**config.mk**
```make
export PLATFORM = sky130hd
export DESIGN_NAME = dtl_div_stage
export DESIGN_NICKNAME = d
export VERILOG_FILES = /design/src/rtl/core/dtl_pkg.sv /design/src/rtl/core/dtl_div_stage.sv
export SDC_FILE = /design/constraint.sdc
export NUM_CORES = 1
export LEC_CHECK = 0
export ABC_AREA = 0
export BUFFER_PORTS_ARGS = -buffer_cell sky130_fd_sc_hd__buf_2
export CAP_MARGIN = 20
export CORE_AREA = 2 2 165 167
export DETAILED_ROUTE_END_ITERATION = 10
export DIE_AREA = 0 0 167 169
export GPL_ROUTABILITY_DRIVEN = 1
export PLACE_DENSITY_LB_ADDON = 0.05
export SYNTH_ARGS = -nofsm -noshare
export SYNTH_HDL_FRONTEND = slang
export SYNTH_SLANG_ARGS = --single-unit
export TNS_END_PERCENT = 20
```
**constraint.sdc**
```tcl
create_clock -name clk_i -period 1.3 [get_ports clk_i]
set_clock_uncertainty 0.05 [all_clocks]
set_input_delay 0 -clock clk_i [delete_from_list [all_inputs] [get_ports clk_i]]
set_output_delay 0 -clock clk_i [all_outputs]
set_load 0.05 [all_outputs]
```
**src/rtl/core/dtl_pkg.sv**
```systemverilog
package dtl_pkg;

  localparam int unsigned TorqueW  = 21;
  localparam int unsigned SpeedW   = 18;
  localparam int unsigned CfgW     = 20;
  localparam int unsigned CfgIdxW  = 3;
  localparam int unsigned EnW      = 2;
  // power cap: quotient floor(2*P*r / (125*|v|)), only values below 2^20 matter
  localparam int unsigned DivSteps = 20;
  localparam int unsigned ProdW    = 2 * CfgW;          // P*r
  localparam int unsigned NumW     = ProdW + 1;         // 2*P*r
  localparam int unsigned DenW     = 24;                // 125*|v| < 2^24
  localparam int unsigned DshW     = DenW + DivSteps - 1;
  localparam int unsigned FastW    = 28;                // 1000*|v|

  localparam logic [CfgW-1:0] TireRadiusRst = 20'd250000;

  typedef enum logic [CfgIdxW-1:0] {
    RegTireRadius  = 3'd0,
    RegDriveEnv    = 3'd1,
    RegBrakeEnv    = 3'd2,
    RegEngDrive    = 3'd3,
    RegEngBrake    = 3'd4,
    RegDrivePower  = 3'd5,
    RegBrakePower  = 3'd6,
    RegPowerEn     = 3'd7
  } dtl_reg_e;

  typedef struct packed {
    logic [CfgW-1:0] tire_radius;
    logic [CfgW-1:0] drive_env;
    logic [CfgW-1:0] brake_env;
    logic [CfgW-1:0] eng_drive;
    logic [CfgW-1:0] eng_brake;
    logic [CfgW-1:0] drive_power;
    logic [CfgW-1:0] brake_power;
    logic [EnW-1:0]  power_en;
  } dtl_cfg_t;

  // one word in flight through the divider pipe
  typedef struct packed {
    logic signed [TorqueW-1:0] req;
    logic                      fast;
    logic [DenW-1:0]           den;
    logic [DshW-1:0]           dsh;
    logic [NumW-1:0]           rem_d;
    logic [NumW-1:0]           rem_b;
    logic [DivSteps-1:0]       quo_d;
    logic [DivSteps-1:0]       quo_b;
    logic                      sat_d;
    logic                      sat_b;
  } dtl_div_t;

endpackage

```
**src/rtl/core/dtl_div_stage.sv**
```systemverilog
// One restoring step for both the drive and the brake quotient.
module dtl_div_stage import dtl_pkg::*; (
  input  logic     clk_i,
  input  logic     rst_ni,
  input  logic     en_i,
  input  logic     vld_i,
  input  dtl_div_t item_i,
  output logic     vld_o,
  output dtl_div_t item_o
);

  dtl_div_t item_d, item_q;
  logic     vld_q;
  logic     take_d, take_b;

  always_comb begin
    item_d = item_i;
    take_d = {{(DshW-NumW){1'b0}}, item_i.rem_d} >= item_i.dsh;
    take_b = {{(DshW-NumW){1'b0}}, item_i.rem_b} >= item_i.dsh;
    // divisor fits the remainder width whenever it is subtracted
    if (take_d) begin
      item_d.rem_d = item_i.rem_d - item_i.dsh[NumW-1:0];
    end
    if (take_b) begin
      item_d.rem_b = item_i.rem_b - item_i.dsh[NumW-1:0];
    end
    item_d.quo_d = {item_i.quo_d[DivSteps-2:0], take_d};
    item_d.quo_b = {item_i.quo_b[DivSteps-2:0], take_b};
    item_d.dsh   = item_i.dsh >> 1;
  end

  always_ff @(posedge clk_i or negedge rst_ni) begin
    if (!rst_ni) begin
      vld_q <= 1'b0;
    end else if (en_i) begin
      vld_q <= vld_i;
    end
  end

  always_ff @(posedge clk_i) begin
    if (en_i) begin
      item_q <= item_d;
    end
  end

  assign vld_o  = vld_q;
  assign item_o = item_q;

endmodule

```
==> summary.txt <==
Setup path
  • Reg2reg setup slack: about 0.49 ns
  • Crit path cell chain: buf_6 -> buf_6 -> ha_4 -> nor2b_4 -> o21ba_4 -> o2111ai_4 -> a21oi_2 -> a41o_1 -> a221oi_4 -> o31ai_4 -> a221oi_4 -> a31oi_4 -> buf_12 -> mux2_2
  • Slowest CP cell: mux2_2
  • R2R Path End: vld_o
  • CP max FO: 22
  • Crit end category: register
  • Crit start category: input port
  • Worst R2R Path Depth: 1
  • Required @ worst endpoint: approximately 1.5 ns
  • Crit-path max cell delay: ~0.35 ns
  • RR Startpoint: vld_o
  • WP data arrival: between 2 and 3 ns
  • CP Launch Point: item_i[84]
  • CP Class: in -> reg

CTS
  • Root Driver: clkbuf_16
  • H-tree depth: 1
  • Clk slew on worst S/H paths: 0.07 ns
  • TritonCTS clock tree: yes
  • Clk buf depth: 3
  • Clock Sink Count: ~210
  • Num CTS Buffers: 24
  • Clock latency on the worst-skew pair: 0.52 ns

Global routing
  • Gr ovfl total: 0
  • Initial antenna violation count: 8
  • Global-route wire length before repair: between 60 and 70 mm
  • Total track usage: 0.3148
  • Vias in the first global route: 12830
  • Largest net degree at the start of global routing: 58

Logic synthesis
  • Number of enable flip-flop cells after synthesis: 212
  • Synth Warn #: 0
  • Primary FF master, synth: edfxtp_1
  • Largest area contributor in the netlist: edfxtp_1
  • Seq/Total Area, Yosys: 0.5305
  • Syn Nets: 1357
  • Synth top area share: 0.5285
  • Synth area leaders: edfxtp_1 53%, ha_1 8.5%, a21oi_1 3.6%, o21ai_0 3.3%, xnor2_1 3.1%
  • Synth Register Bits: ~210
  • Async SR Flop Fraction: 0.004695
  • Mean Syn Cell Area: roughly 11 um2
  • Cells after Synth: ~1100
  • Distinct cell type count after synthesis: 67
  • Netlist Area Pre-Place: roughly 0.012 mm2

Routing
  • Detail-routed via count per cell: approximately 5.1
  • Final ANT Viol Nets: 0
  • DRC: 0
  • First drt pass iteration count: 5
  • Routed WL per cell: 19.22 um
  • Vias: 12250
  • DRT Wirelength: ~46 mm
  • DRT iter0 DRCs: 910

Cells and area
  • Fin util: 0.7886
  • Final Cell Area: 0.02090 mm2
  • Layout area overhead: 73.48%
  • Post-Layout Cell Count: around 2400
  • Layout cells sized above 1: 0.4600
  • Final nets: 2346

Timing
  • Worst Tran Pin Value: 0.5415 ns
  • Hold WS: between 0.04 and 0.05 ns
  • Final worst-path cycle share: 2.080
  • Fin. Hold Viols: 0
  • Setup violators final: 84
  • Setup TNS: -93.49 ns
  • Final worst slack: -1.404 ns
  • Minimum clock period: 2.704 ns
  • Max Clk Rate: 0.3699 GHz
  • Slew HR: 0.6297
  • Final slew viol count: 0
  • RSZ-0062 raised after global routing: yes

Placed design
  • Area post-placement: 0.01733 mm2
  • GP Congestion: 0.9003
  • HPWL after DPL: 32.73 mm
  • IO buf count: 427
  • Post-place setup slack: -2.195 ns
  • Cells after DPL: about 2100

Floorplan
  • Core area: 0.02650 mm2
  • Core Rows: 60
  • Chip Width: between 150 and 200 um
  • IO Count: about 430
  • Die Area: roughly 0.028 mm2
  • Die height: 169 um
  • Initial Util: 0.4546

Power and ir drop
  • Leakage: 9.755 nW
  • Total power: 24.34 mW
  • PD cells: 1165 mW/mm2
  • Max VDD drop: ~1200 uV

Hold path
  • Hold path startpoint: item_i[97]
  • Hold crit path type: in -> reg
  • Hold depth: 4
  • Hold EP: item_o[97]

Flow run
  • Max-Cap Viols: 0

Outcome
  • Failing checks: setup timing
  • Outcome: finished with violations
[cells in the final DEF, fill, tap and decap left out, types with 8 or more instances in the layout]
cell / instances
a21oi_1: 78
clkbuf_16: 25
o21ai_0: 53
dlygate4sd3_1: 216
ha_4: 12
nor2_1: 46
nand4_1: 18
xnor2_1: 43
and3_1: 11
edfxtp_1: 212
buf_2: 420
mux2_4: 31
buf_6: 10
xor2_1: 28
a21o_1: 46
a21oi_2: 9
buf_4: 344
nor2b_1: 10
o21a_1: 8
inv_1: 53
nand2_1: 99
ha_1: 68
o21bai_1: 12
nand3_1: 18
o21ai_1: 23
buf_12: 10
nand2b_1: 13
[power by group]
group          switching, mW  leakage (nW)  internal, mW
registers              0.201          2.09          8.25
logic                   4.97          7.25          3.49
clock network           3.04         0.419          4.39
total                   8.21          9.75          16.1
[sequential cells by signal, summed over array words and instances (netlist names)]
register / flops
item_o: 212
vld_o: 1
[synth_stat cells (6+ instances only)]
cell / count
xnor2_1: 43
a31o_2: 6
nor2b_1: 14
a211oi_1: 7
nand2b_1: 13
o21ai_0: 80
inv_1: 60
o21bai_1: 14
nor3_1: 9
a21o_1: 46
and3_1: 11
a31oi_1: 7
o21a_1: 8
mux2_2: 25
a21oi_1: 87
ha_1: 82
nand2_1: 100
and2_1: 6
edfxtp_1: 212
xor2_1: 30
nor2_1: 47
clkbuf_1: 30
nand4_1: 18
buf_2: 7
nand3_1: 19
mux2_4: 10
[critical path: cells and delay by family]
kind | cells | cell delay [ns]
buf+inv | 3 | 0.44
compound gates | 8 | 1.73
simple gates | 1 | 0.14
mux | 1 | 0.35
fa+ha+maj | 1 | 0.26
[area by class of cell]
type / count / area (um2)
Antenna cell: 7 / 17.52
Clock buffer: 26 / 639.4
Clock inverter: 18 / 212.7
Fill cell: 1757 / 5602
Inverter: 60 / 240.2
Multi-Input combinational cell: 743 / 5767
Sequential cell: 213 / 6391
Tap cell: 341 / 426.7
Timing Repair Buffer: 1003 / 7204
[worst max-delay path by stage]
stage,to,slack (ns)
floorplan,item_o[104],-1.54
global placement,item_o[118],-2.11
detailed placement,item_o[118],-2.19
CTS,item_o[99],-1.34
global route,item_o[123],-1.45
finish,item_o[123],-1.40
[cell families (layout without fill, tap and decap cells)]
kind of cell / count (synthesis) / after routing / share of synthesized area
xor gates and xnor gates: 73 / 73 / 0.05307
DFF: 213 / 213 / 0.5305
muxes: 39 / 39 / 0.03916
buffers and inverters: 100 / 1107 / 0.03344
AOI/OAI and AO/OA: 293 / 293 / 0.1560
and+or+nand+nor: 253 / 253 / 0.09898
adders and majority gates: 84 / 84 / 0.08849
other: 1 / 8 / 0.0003113
[layer usage]
| metal | part of all wire | vias up | GRT usage |
|---|---|---|---|
| met1 | 0.38 | 5761 | 0.3566 |
| met5 | 0.00028 | - | 0 |
| met3 | 0.061 | 120 | 0.05939 |
| met2 | 0.50 | 463 | 0.5597 |
| li1 | - | 5908 | - |
| met4 | 0.056 | 2 | 0.1762 |
[what timing repair did]
action	4_1_cts	5_1_grt
pin swaps	27	12
buffers inserted	6	3
setup endpoints to repair	84	84
endpoints found under the hold margin	310	1
hold buffers	214	2
resized for setup	103	29
(Power assumes the default switching activity.)
