### config.mk
export PLATFORM = sky130hd
export DESIGN_NAME = dtl_cfg_regs
export DESIGN_NICKNAME = d
export VERILOG_FILES = /design/src/rtl/core/dtl_pkg.sv /design/src/rtl/core/dtl_cfg_regs.sv
export SDC_FILE = /design/constraint.sdc
export NUM_CORES = 1
export LEC_CHECK = 0
export ABC_AREA = 0
export BUFFER_PORTS_ARGS = -buffer_cell sky130_fd_sc_hd__buf_4
export CAP_MARGIN = 0
export CELL_PAD_IN_SITES_DETAIL_PLACEMENT = 0
export CELL_PAD_IN_SITES_GLOBAL_PLACEMENT = 1
export CORE_MARGIN = 5
export CORE_UTILIZATION = 42
export DETAILED_ROUTE_END_ITERATION = 8
export GPL_ROUTABILITY_DRIVEN = 0
export PLACE_DENSITY = 0.75
export SLEW_MARGIN = 20
export SYNTH_ARGS = -nofsm -noshare
export SYNTH_HDL_FRONTEND = slang
export SYNTH_SLANG_ARGS = --single-unit
### constraint.sdc
create_clock -name clk_i -period 0.93 [get_ports clk_i]
set_input_delay 0.186 -clock clk_i [delete_from_list [all_inputs] [get_ports clk_i]]
set_output_delay 0.186 -clock clk_i [all_outputs]
set_load 0.02 [all_outputs]
### src/rtl/core/dtl_pkg.sv
package dtl_pkg;

  localparam int unsigned TorqueW  = 21;
  localparam int unsigned SpeedW   = 18;
  localparam int unsigned CfgW     = 20;
  localparam int unsigned CfgIdxW  = 3;
  localparam int unsigned EnW      = 2;
  // power cap: quotient floor(2*P*r / (125*|v|)), only values below 2^20 matter
  localparam int unsigned DivSteps = 20;
  localparam int unsigned ProdW    = 2 * CfgW;          // P*r
  localparam int unsigned NumW     = ProdW + 1;         // 2*P*r
  localparam int unsigned DenW     = 24;                // 125*|v| < 2^24
  localparam int unsigned DshW     = DenW + DivSteps - 1;
  localparam int unsigned FastW    = 28;                // 1000*|v|

  localparam logic [CfgW-1:0] TireRadiusRst = 20'd250000;

  typedef enum logic [CfgIdxW-1:0] {
    RegTireRadius  = 3'd0,
    RegDriveEnv    = 3'd1,
    RegBrakeEnv    = 3'd2,
    RegEngDrive    = 3'd3,
    RegEngBrake    = 3'd4,
    RegDrivePower  = 3'd5,
    RegBrakePower  = 3'd6,
    RegPowerEn     = 3'd7
  } dtl_reg_e;

  typedef struct packed {
    logic [CfgW-1:0] tire_radius;
    logic [CfgW-1:0] drive_env;
    logic [CfgW-1:0] brake_env;
    logic [CfgW-1:0] eng_drive;
    logic [CfgW-1:0] eng_brake;
    logic [CfgW-1:0] drive_power;
    logic [CfgW-1:0] brake_power;
    logic [EnW-1:0]  power_en;
  } dtl_cfg_t;

  // one word in flight through the divider pipe
  typedef struct packed {
    logic signed [TorqueW-1:0] req;
    logic                      fast;
    logic [DenW-1:0]           den;
    logic [DshW-1:0]           dsh;
    logic [NumW-1:0]           rem_d;
    logic [NumW-1:0]           rem_b;
    logic [DivSteps-1:0]       quo_d;
    logic [DivSteps-1:0]       quo_b;
    logic                      sat_d;
    logic                      sat_b;
  } dtl_div_t;

endpackage

### src/rtl/core/dtl_cfg_regs.sv
module dtl_cfg_regs import dtl_pkg::*; (
  input  logic               clk_i,
  input  logic               rst_ni,
  input  logic               cfg_we_i,
  input  logic [CfgIdxW-1:0] cfg_idx_i,
  input  logic [CfgW-1:0]    cfg_data_i,
  output dtl_cfg_t           cfg_o
);

  dtl_cfg_t cfg_q, cfg_d;

  always_comb begin
    cfg_d = cfg_q;
    if (cfg_we_i) begin
      case (dtl_reg_e'(cfg_idx_i))
        RegTireRadius: cfg_d.tire_radius = cfg_data_i;
        RegDriveEnv:   cfg_d.drive_env   = cfg_data_i;
        RegBrakeEnv:   cfg_d.brake_env   = cfg_data_i;
        RegEngDrive:   cfg_d.eng_drive   = cfg_data_i;
        RegEngBrake:   cfg_d.eng_brake   = cfg_data_i;
        RegDrivePower: cfg_d.drive_power = cfg_data_i;
        RegBrakePower: cfg_d.brake_power = cfg_data_i;
        RegPowerEn:    cfg_d.power_en    = cfg_data_i[EnW-1:0];
        default:       cfg_d = cfg_q;
      endcase
    end
  end

  always_ff @(posedge clk_i or negedge rst_ni) begin
    if (!rst_ni) begin
      cfg_q <= '{tire_radius: TireRadiusRst, default: '0};
    end else begin
      cfg_q <= cfg_d;
    end
  end

  assign cfg_o = cfg_q;

endmodule

==> out/metrics.yaml, run 1 <==
yosys:
  yosysTopAreaCell: "dfrtp_1"
  async_reset_ff_frac: 1.00
  avgSynthCellArea_sq_um: 18.2
  netlist_instances: 306
  synthDistinctLibCells: 13
  ys_warn_count: 0
  ys_ff_latch: 142
  synth_edf_count: 0
  synthTopCellsByCount: "dfrtp_1, mux2_2, mux2_4, dfstp_2"
  yosys_most_used_dff: "dfrtp_1"
  syn_area_sq_mm: 0.00558
  syn-num-nets: 332
  netlist.area_leader.share: 0.605
  ys_seq_area_frac: 0.638
  synthTopCellsByArea: "dfrtp_1, mux2_2, mux2_4"
  synth.most_common_cell: "dfrtp_1"
sta:
  min_period_ns: 1.28
  setup_viol: 147
  worstMarginPinSlew_ns: 0.289
  rsz0062_at_grt: "true"
  holdWs_ns: 0.0526
  fin_crit_sh: 1.37
  fin_ws_ns: -0.348
  fmax_ghz: 0.782
  slew_viol_final: 0
  slew_headroom: 0.808
  fin_skew_ns: 0
  hold_viol: 0
  final.setup.tns_ns: -29.97
run:
  cap_violations: 0
floorplanning:
  dieArea_sq_mm: 0.0157
  rows: 42
  pin_count: 168
  dieWidth_um: 125
  start_util: 0.425
  core_area_sq_mm: 0.0131
  die_y_um: 125
cells_and_area:
  insertedDiodeCount: 0
  final_core_util: 0.679
  fillers: 916
  layout.cells.non_filler: 738
  largest_reg_flops: 142
  layout-drive-gt1-share: 0.749
  area_delta_synth_final_pct: 59.8
  design_area_sq_mm: 0.00892
  layout.nets: 575
clocking:
  clkLatencyLatePin_ns: 0.41
  clock_path_buffers: 2
  cts_htree_levels: 4
  path_clk_slew_ns: 0.06
  cts_inserted_buffers: 17
  cts_root_buffer: "clkbuf_16"
  clock_sinks: 142
  cts_tree: "yes"
place:
  hpwl_um: 9810
  postPlaceCellArea_sq_mm: 0.00728
  numPortBuffers: 167
  dp_slack_ns: -0.453
  dp_cells: 655
worst_setup_path:
  crit_arrival_ns: 1.09
  crit_family: "flip-flops"
  cp-end-kind: "output pin"
  slowest_stage: "dfstp_2"
  worst-path-buf-inv: 1
  start_kind: "flip-flop"
  path_cells: "buf_6"
  critPathMaxFanout: 2
  cpPeakStageDelay_ns: 0.56
  critical_path_class: "reg -> out"
  worst-endpoint-required_ns: 0.74
power_and_ir_drop:
  p_leak_nw: 4.22
  p_int_mw: 16.5
  power_frac_seq: 0.372
  power_switching_share: 0.296
  irDropWorstVdd_mv: 1.35
  p_total_mw: 23.5
  clkPwrFrac: 0.293
  combPwrFrac: 0.335
  power_density_mw_per_mm2: 2630
  p_switching_mw: 6.95
routing:
  via_count: 3582
  drt-total-wl_um: 14900
  wl_per_cell_um: 20.3
  vias_per_cell: 4.85
  drt_iter0_drc: 126
  dr.pass1.iters: 6
  drc_errors: 0
  antenna_left: 0
global_routing:
  grt_pass1_wl_um: 22900
  grt.total_usage: 0.188
  antenna_found_initial: 0
  grt_start_max_net_pins: 32
  overflow: 0
  grt_pass1_vias: 4024
worst_hold_path:
  hold_class: "in -> reg"
outcome:
  violations: "negative setup slack"
  status: "finished, violations left"
[logic make-up (layout without fill, tap and decap cells)]
group,after synthesis,after routing,synth area share
AND/OR/NAND/NOR,8,8,0.0152
buffers and inverters,14,270,0.0202
multiplexers,142,142,0.327
flip-flops,142,142,0.638
[cells in the final DEF, fill, tap and decap left out, drive strengths merged, types with 3 or more instances in the layout]
cell type,n
dfrtp,135
bufinv,3
and4bb,3
mux2,142
clkinvlp,4
buf,235
dfstp,7
nand4b,3
clkbuf,21
clkinv,5
[path summary, 6_finish.rpt]
check                                from    endpoint  slack [ns]  depth (start not counted)
max                            cfg_o[137]  cfg_o[137]       -0.35                          1
min reg2reg                     cfg_o[23]   cfg_o[23]        0.53                          1
max reg2reg                     cfg_o[93]   cfg_o[93]       -0.08                          3
max in group asynchronous          rst_ni   cfg_o[65]        0.21                          3
min                        cfg_data_i[19]   cfg_o[61]        0.05                          2
min in group asynchronous          rst_ni   cfg_o[33]        0.21                          2
[power groups by stage]
stage | clock network (mW) | registers, mW | logic, mW
global placement | 0 | 8.51 | 6.22
floorplan | 0 | 10.1 | 1.62
CTS | 7.04 | 8.70 | 7.66
detailed placement | 0 | 8.54 | 6.31
finish | 6.88 | 8.73 | 7.87
global route | 7.28 | 8.88 | 8.27
[what timing repair did]
item,CTS,global route
cloned,0,3
endpoints found under the hold margin,137,0
resized for setup,142,20
setup buffers,36,11
pin swaps,0,1
endpoints found under the setup margin,143,164
hold buffers,1,0
[layout make-up]
type                            count  area, sq um  area share
Sequential cell                   142         3560       0.399
Timing Repair Buffer              238         2570       0.288
Multi-Input combinational cell    150         1970       0.220
Clock buffer                       19          443      0.0496
Tap cell                          176          220      0.0247
Clock inverter                     13          165      0.0185
[routing by layer]
| layer | part of all wire | GRT usage | up-vias |
|---|---|---|---|
| li1 | - | - | 1582 |
| met1 | 0.44 | 0.242 | 1862 |
| met2 | 0.46 | 0.283 | 127 |
| met3 | 0.089 | 0.0934 | 11 |
| met4 | 0.011 | 0.0574 | 0 |
| met5 | 0 | 0 | - |
Power figures use the tool's default switching activity.
==> inputs of run 2 (changes only) <==
--- a/config.mk
+++ b/config.mk
@@ -6,7 +6,7 @@
 export NUM_CORES = 1
 export LEC_CHECK = 0
 export ABC_AREA = 0
-export BUFFER_PORTS_ARGS = -buffer_cell sky130_fd_sc_hd__buf_4
+export BUFFER_PORTS_ARGS = -buffer_cell sky130_fd_sc_hd__buf_2
 export CAP_MARGIN = 0
 export CELL_PAD_IN_SITES_DETAIL_PLACEMENT = 0
 export CELL_PAD_IN_SITES_GLOBAL_PLACEMENT = 1
==> out/metrics.yaml, run 2 (synthesized netlist as in run 1, its figures left out) <==
routing:
  via_count: 3561
  drt_iter0_drc: 133
  wl_per_cell_um: 20.3
  drt-total-wl_um: 15100
  vias_per_cell: 4.77
  drc_errors: 0
  antenna_left: 0
  dr.pass1.iters: 4
clocking:
  path_clk_slew_ns: 0.06
  cts_root_buffer: "clkbuf_16"
  cts_htree_levels: 4
  cts_tree: "yes"
  clock_sinks: 142
  clkLatencyLatePin_ns: 0.41
  cts_inserted_buffers: 17
  clock_path_buffers: 2
worst_setup_path:
  timing.rr.start: "cfg_o[110]"
  crit_arrival_ns: 1.09
  cpPeakStageDelay_ns: 0.55
  worst-endpoint-required_ns: 0.74
  crit_start: "cfg_o[126]"
  worst-path-buf-inv: 1
  start_kind: "flip-flop"
  r2r_end: "cfg_o[110]"
  reg2reg_depth: 3
  critical_path_class: "reg -> out"
  cp.depth: 1
  path_cells: "buf_6"
  r2r_setup_slack_ns: -0.10
  cp-end-kind: "output pin"
  crit_family: "flip-flops"
  critPathMaxFanout: 2
  slowest_stage: "dfstp_2"
global_routing:
  grt-busiest-layer: "met2"
  overflow: 0
  use_met3: 0.0891
  antenna_found_initial: 0
  grt_util_met1: 0.259
  grt_pass1_vias: 3947
  grt_pass1_wl_um: 23000
  grt_start_max_net_pins: 37
  grt.total_usage: 0.191
  grt_use_met2: 0.280
power_and_ir_drop:
  clkPwrFrac: 0.272
  p_leak_nw: 4.26
  power_switching_share: 0.295
  combPwrFrac: 0.348
  irDropWorstVdd_mv: 1.41
  p_switching_mw: 6.78
  power_density_mw_per_mm2: 2560
  p_int_mw: 16.2
  power_frac_seq: 0.380
sta:
  min_period_ns: 1.28
  slew_viol_final: 0
  slew_headroom: 0.861
  fmax_ghz: 0.784
  fin_crit_sh: 1.37
  rsz0062_at_grt: "true"
  fin_skew_ns: 0
  worstMarginPinSlew_ns: 0.207
  final.setup.tns_ns: -31.83
  fin_ws_ns: -0.345
  setup_viol: 191
  hold_viol: 0
cells_and_area:
  layout-drive-gt1-share: 0.744
  layout.nets: 583
  largest_reg_flops: 142
  area_delta_synth_final_pct: 60.8
  final_common_cell: "buf_6"
  final_core_util: 0.683
  fillers: 864
  insertedDiodeCount: 0
  layout_common_cells: "buf_6, dfrtp_1, mux2_4, mux2_2, buf_4"
floorplanning:
  dieArea_sq_mm: 0.0157
  start_util: 0.425
  dieWidth_um: 125
  rows: 42
  pin_count: 168
  core_area_sq_mm: 0.0131
  die_y_um: 125
place:
  hpwl_um: 9260
  numPortBuffers: 167
worst_hold_path:
  hold_end: "cfg_o[118]"
  hp-start: "cfg_data_i[16]"
  hold_class: "in -> reg"
  min_path_cells: 2
outcome:
  violations: "negative setup slack"
  status: "finished, violations left"
run:
  cap_violations: 0
[run 2: cell types whose count changed in the layout (fill, tap and decap cells not counted), moves of 4 or more]
cell / before / now
buf_4: 70 / 47
buf_2: 0 / 20
buf_6: 151 / 156
clkbuf_1: 1 / 5
[run 2: timing repair]
action / 4_1_cts / 5_1_grt
gates cloned: 3 / 1
setup endpoints to repair: 154 / 173
resized for setup: 302 / 24
endpoints found under the hold margin: 136 / 0
hold buffers: 1 / 0
pin swaps: 1 / 1
setup buffers: 39 / 21
[run 2: how the worst max path moves through the flow]
stage               slack (ns)         end
floorplan                -0.17  cfg_o[125]
global placement         -0.43  cfg_o[115]
detailed placement       -0.46  cfg_o[130]
CTS                      -0.36  cfg_o[126]
global route             -0.38  cfg_o[126]
finish                   -0.35  cfg_o[126]
[run 2: cell type report]
class	instances	area, sq um	share of cell area
multi-input combinational	150	1980	0.220
timing repair buffer	246	2670	0.297
sequential	142	3560	0.397
clock inverter	7	62.6	0.00697
tap	176	220	0.0245
clock buffer	25	485	0.0541
[run 2: metrics by stage]
stage	hold slack (ns)	setup WS [ns]	power [mW]	area, sq um	instances
after floorplan	-0.110	-0.173	11.7	5620	306
after global placement	0.0382	-0.429	13.8	6840	654
after detailed placement	0.0372	-0.457	13.9	6840	654
after CTS	0.0697	-0.360	22.8	8730	729
after global routing	0.0766	-0.378	23.9	8980	746
final	0.0869	-0.345	23.0	8980	746
[run 2: worst register-to-register path, delay by kind of cell (launching register included)]
| family | cells | cell delay [ns] |
|---|---|---|
| buf+inv | 2 | 0.26 |
| flops | 1 | 0.40 |
| mux | 1 | 0.26 |
[run 2: routing by layer]
layer / up-vias / routed length, um / share of wire
met4: 0 / 93 / 0.0061
met2: 128 / 6920 / 0.46
met3: 6 / 1200 / 0.079
met5: - / 0 / 0
li1: 1607 / - / -
met1: 1820 / 6920 / 0.46
[run 2: power by group through the flow]
| stage | combinational [mW] | sequential (mW) | clock, mW |
|---|---|---|---|
| finish | 7.98 | 8.73 | 6.26 |
| global route | 8.39 | 8.87 | 6.69 |
| CTS | 7.70 | 8.69 | 6.38 |
| detailed placement | 5.46 | 8.46 | 0 |
| global placement | 5.38 | 8.43 | 0 |
| floorplan | 1.62 | 10.1 | 0 |
==> inputs of run 3 (changes only) <==
--- a/config.mk
+++ b/config.mk
@@ -14,7 +14,7 @@
 export CORE_UTILIZATION = 42
 export DETAILED_ROUTE_END_ITERATION = 8
 export GPL_ROUTABILITY_DRIVEN = 0
-export PLACE_DENSITY = 0.75
+export PLACE_DENSITY = 0.83
 export SLEW_MARGIN = 20
 export SYNTH_ARGS = -nofsm -noshare
 export SYNTH_HDL_FRONTEND = slang
==> out/metrics.yaml, run 3 (synthesized netlist as in run 1, its figures left out) <==
outcome:
  status: "finished, violations left"
  violations: "negative setup slack"
worst_setup_path:
  start_kind: "flip-flop"
  crit_family: "flip-flops"
  cpPeakStageDelay_ns: 0.56
  crit_arrival_ns: 1.10
  worst-path-buf-inv: 1
  critPathMaxFanout: 2
  path_cells: "buf_6"
  critical_path_class: "reg -> out"
  r2r_setup_slack_ns: -0.10
  slowest_stage: "dfstp_2"
  cp-end-kind: "output pin"
  worst-endpoint-required_ns: 0.74
  r2r_end: "cfg_o[98]"
  timing.rr.start: "cfg_o[98]"
  reg2reg_depth: 3
global_routing:
  antenna_found_initial: 0
  overflow: 0
  grt.total_usage: 0.208
  grt_pass1_wl_um: 25000
  grt_pass1_vias: 4223
  grt_start_max_net_pins: 28
clocking:
  clock_path_buffers: 2
  cts_tree: "yes"
  cts_root_buffer: "clkbuf_16"
  clock_sinks: 142
  clkLatencyLatePin_ns: 0.41
  path_clk_slew_ns: 0.06
  cts_htree_levels: 4
  cts_inserted_buffers: 17
place:
  hpwl_um: 9550
  numPortBuffers: 167
sta:
  slew_headroom: 0.812
  fin_skew_ns: 0
  fmax_ghz: 0.778
  min_period_ns: 1.28
  final.setup.tns_ns: -34.23
  fin_ws_ns: -0.355
  worstMarginPinSlew_ns: 0.282
  fin_crit_sh: 1.38
  hold_viol: 0
  rsz0062_at_grt: "true"
  slew_viol_final: 0
  setup_viol: 239
power_and_ir_drop:
  power_switching_share: 0.300
  power_frac_seq: 0.361
  power_density_mw_per_mm2: 2590
  p_switching_mw: 7.31
  p_leak_nw: 4.58
  clkPwrFrac: 0.284
  combPwrFrac: 0.355
  irDropWorstVdd_mv: 1.82
  p_int_mw: 17.0
floorplanning:
  die_y_um: 125
  pin_count: 168
  rows: 42
  start_util: 0.425
  core_area_sq_mm: 0.0131
  dieWidth_um: 125
  dieArea_sq_mm: 0.0157
routing:
  drc_errors: 0
  vias_per_cell: 4.99
  dr.pass1.iters: 7
  met2_length_um: 9000
  antenna_left: 0
  met3_length_um: 1500
  drt-total-wl_um: 18200
  drt_iter0_drc: 180
  m1WireLength_um: 7550
  via_count: 3861
  top_layer: "met4"
  wl_per_cell_um: 23.5
cells_and_area:
  insertedDiodeCount: 0
  layout_common_cells: "buf_6, dfrtp_1, mux2_4, buf_4, mux2_2"
  layout.nets: 611
  area_delta_synth_final_pct: 68.5
  final_common_cell: "buf_6"
  layout-drive-gt1-share: 0.763
  seq_area_sq_mm: 0.00356
  final_core_util: 0.716
  fillers: 790
  largest_reg_flops: 142
  multi_input_area_sq_mm: 0.00206
worst_hold_path:
  hold_end: "cfg_o[70]"
  min_path_cells: 2
  hp-start: "cfg_data_i[8]"
  hold_class: "in -> reg"
run:
  cap_violations: 0
==> run 3: cell types whose count changed in the layout (fill, tap and decap cells not counted), sizes merged <==
| cell | before | now |
|---|---|---|
| clkbuf | 27 | 26 |
| bufinv | 1 | 3 |
| buf | 243 | 266 |
| clkinvlp | 1 | 3 |
| inv | 0 | 2 |
==> run 3: how the worst max path moves through the flow <==
| stage | cells after the start | endpoint | start | slack [ns] |
|---|---|---|---|---|
| after floorplan | 3 | cfg_o[125] | cfg_idx_i[0] | -0.17 |
| after global placement | 4 | cfg_o[135] | cfg_idx_i[0] | -0.41 |
| after detailed placement | 4 | cfg_o[132] | cfg_idx_i[0] | -0.45 |
| after CTS | 1 | cfg_o[126] | cfg_o[126] | -0.35 |
| after global routing | 1 | cfg_o[138] | cfg_o[138] | -0.38 |
| final | 1 | cfg_o[138] | cfg_o[138] | -0.35 |
==> run 3: timing repair <==
action,in CTS,in global routing
pin swaps,1,2
endpoints found under the setup margin,147,228
hold endpoints to repair,136,0
cloned,2,8
resized for setup,301,63
buffers inserted,51,41
hold buffers,1,0
==> run 3: power groups by stage <==
stage                     Combinational, mW  Clock, mW  Sequential [mW]
after detailed placement               5.49          0             8.46
after global routing                   9.03       7.31             8.92
final                                  8.63       6.90             8.79
after CTS                              7.86       7.00             8.67
after floorplan                        1.62          0             10.1
after global placement                 5.39          0             8.40
==> run 3: layer usage <==
metal  track usage  vias up
met5             0        -
met1         0.254     2000
met2         0.343      181
met3        0.0925       19
li1              -     1661
met4        0.0491        0
==> run 3: layout make-up <==
class                           instances  share of cell area
Sequential cell                       142               0.379
Clock inverter                         13              0.0173
Timing Repair Buffer                  274               0.315
Multi-Input combinational cell        150               0.219
Clock buffer                           19              0.0471
Tap cell                              176              0.0234
==> run 3: stage by stage <==
step / std cells / setup WS [ns] / area [sq um] / power [mW] / hold slack, ns
after floorplan: 306 / -0.173 / 5620 / 11.7 / -0.110
after detailed placement: 654 / -0.451 / 6820 / 14.0 / 0.0692
after CTS: 740 / -0.354 / 8820 / 23.5 / 0.0782
after global placement: 654 / -0.406 / 6820 / 13.8 / 0.0688
final: 774 / -0.355 / 9410 / 24.3 / 0.0986
after global routing: 774 / -0.381 / 9410 / 25.3 / 0.0936
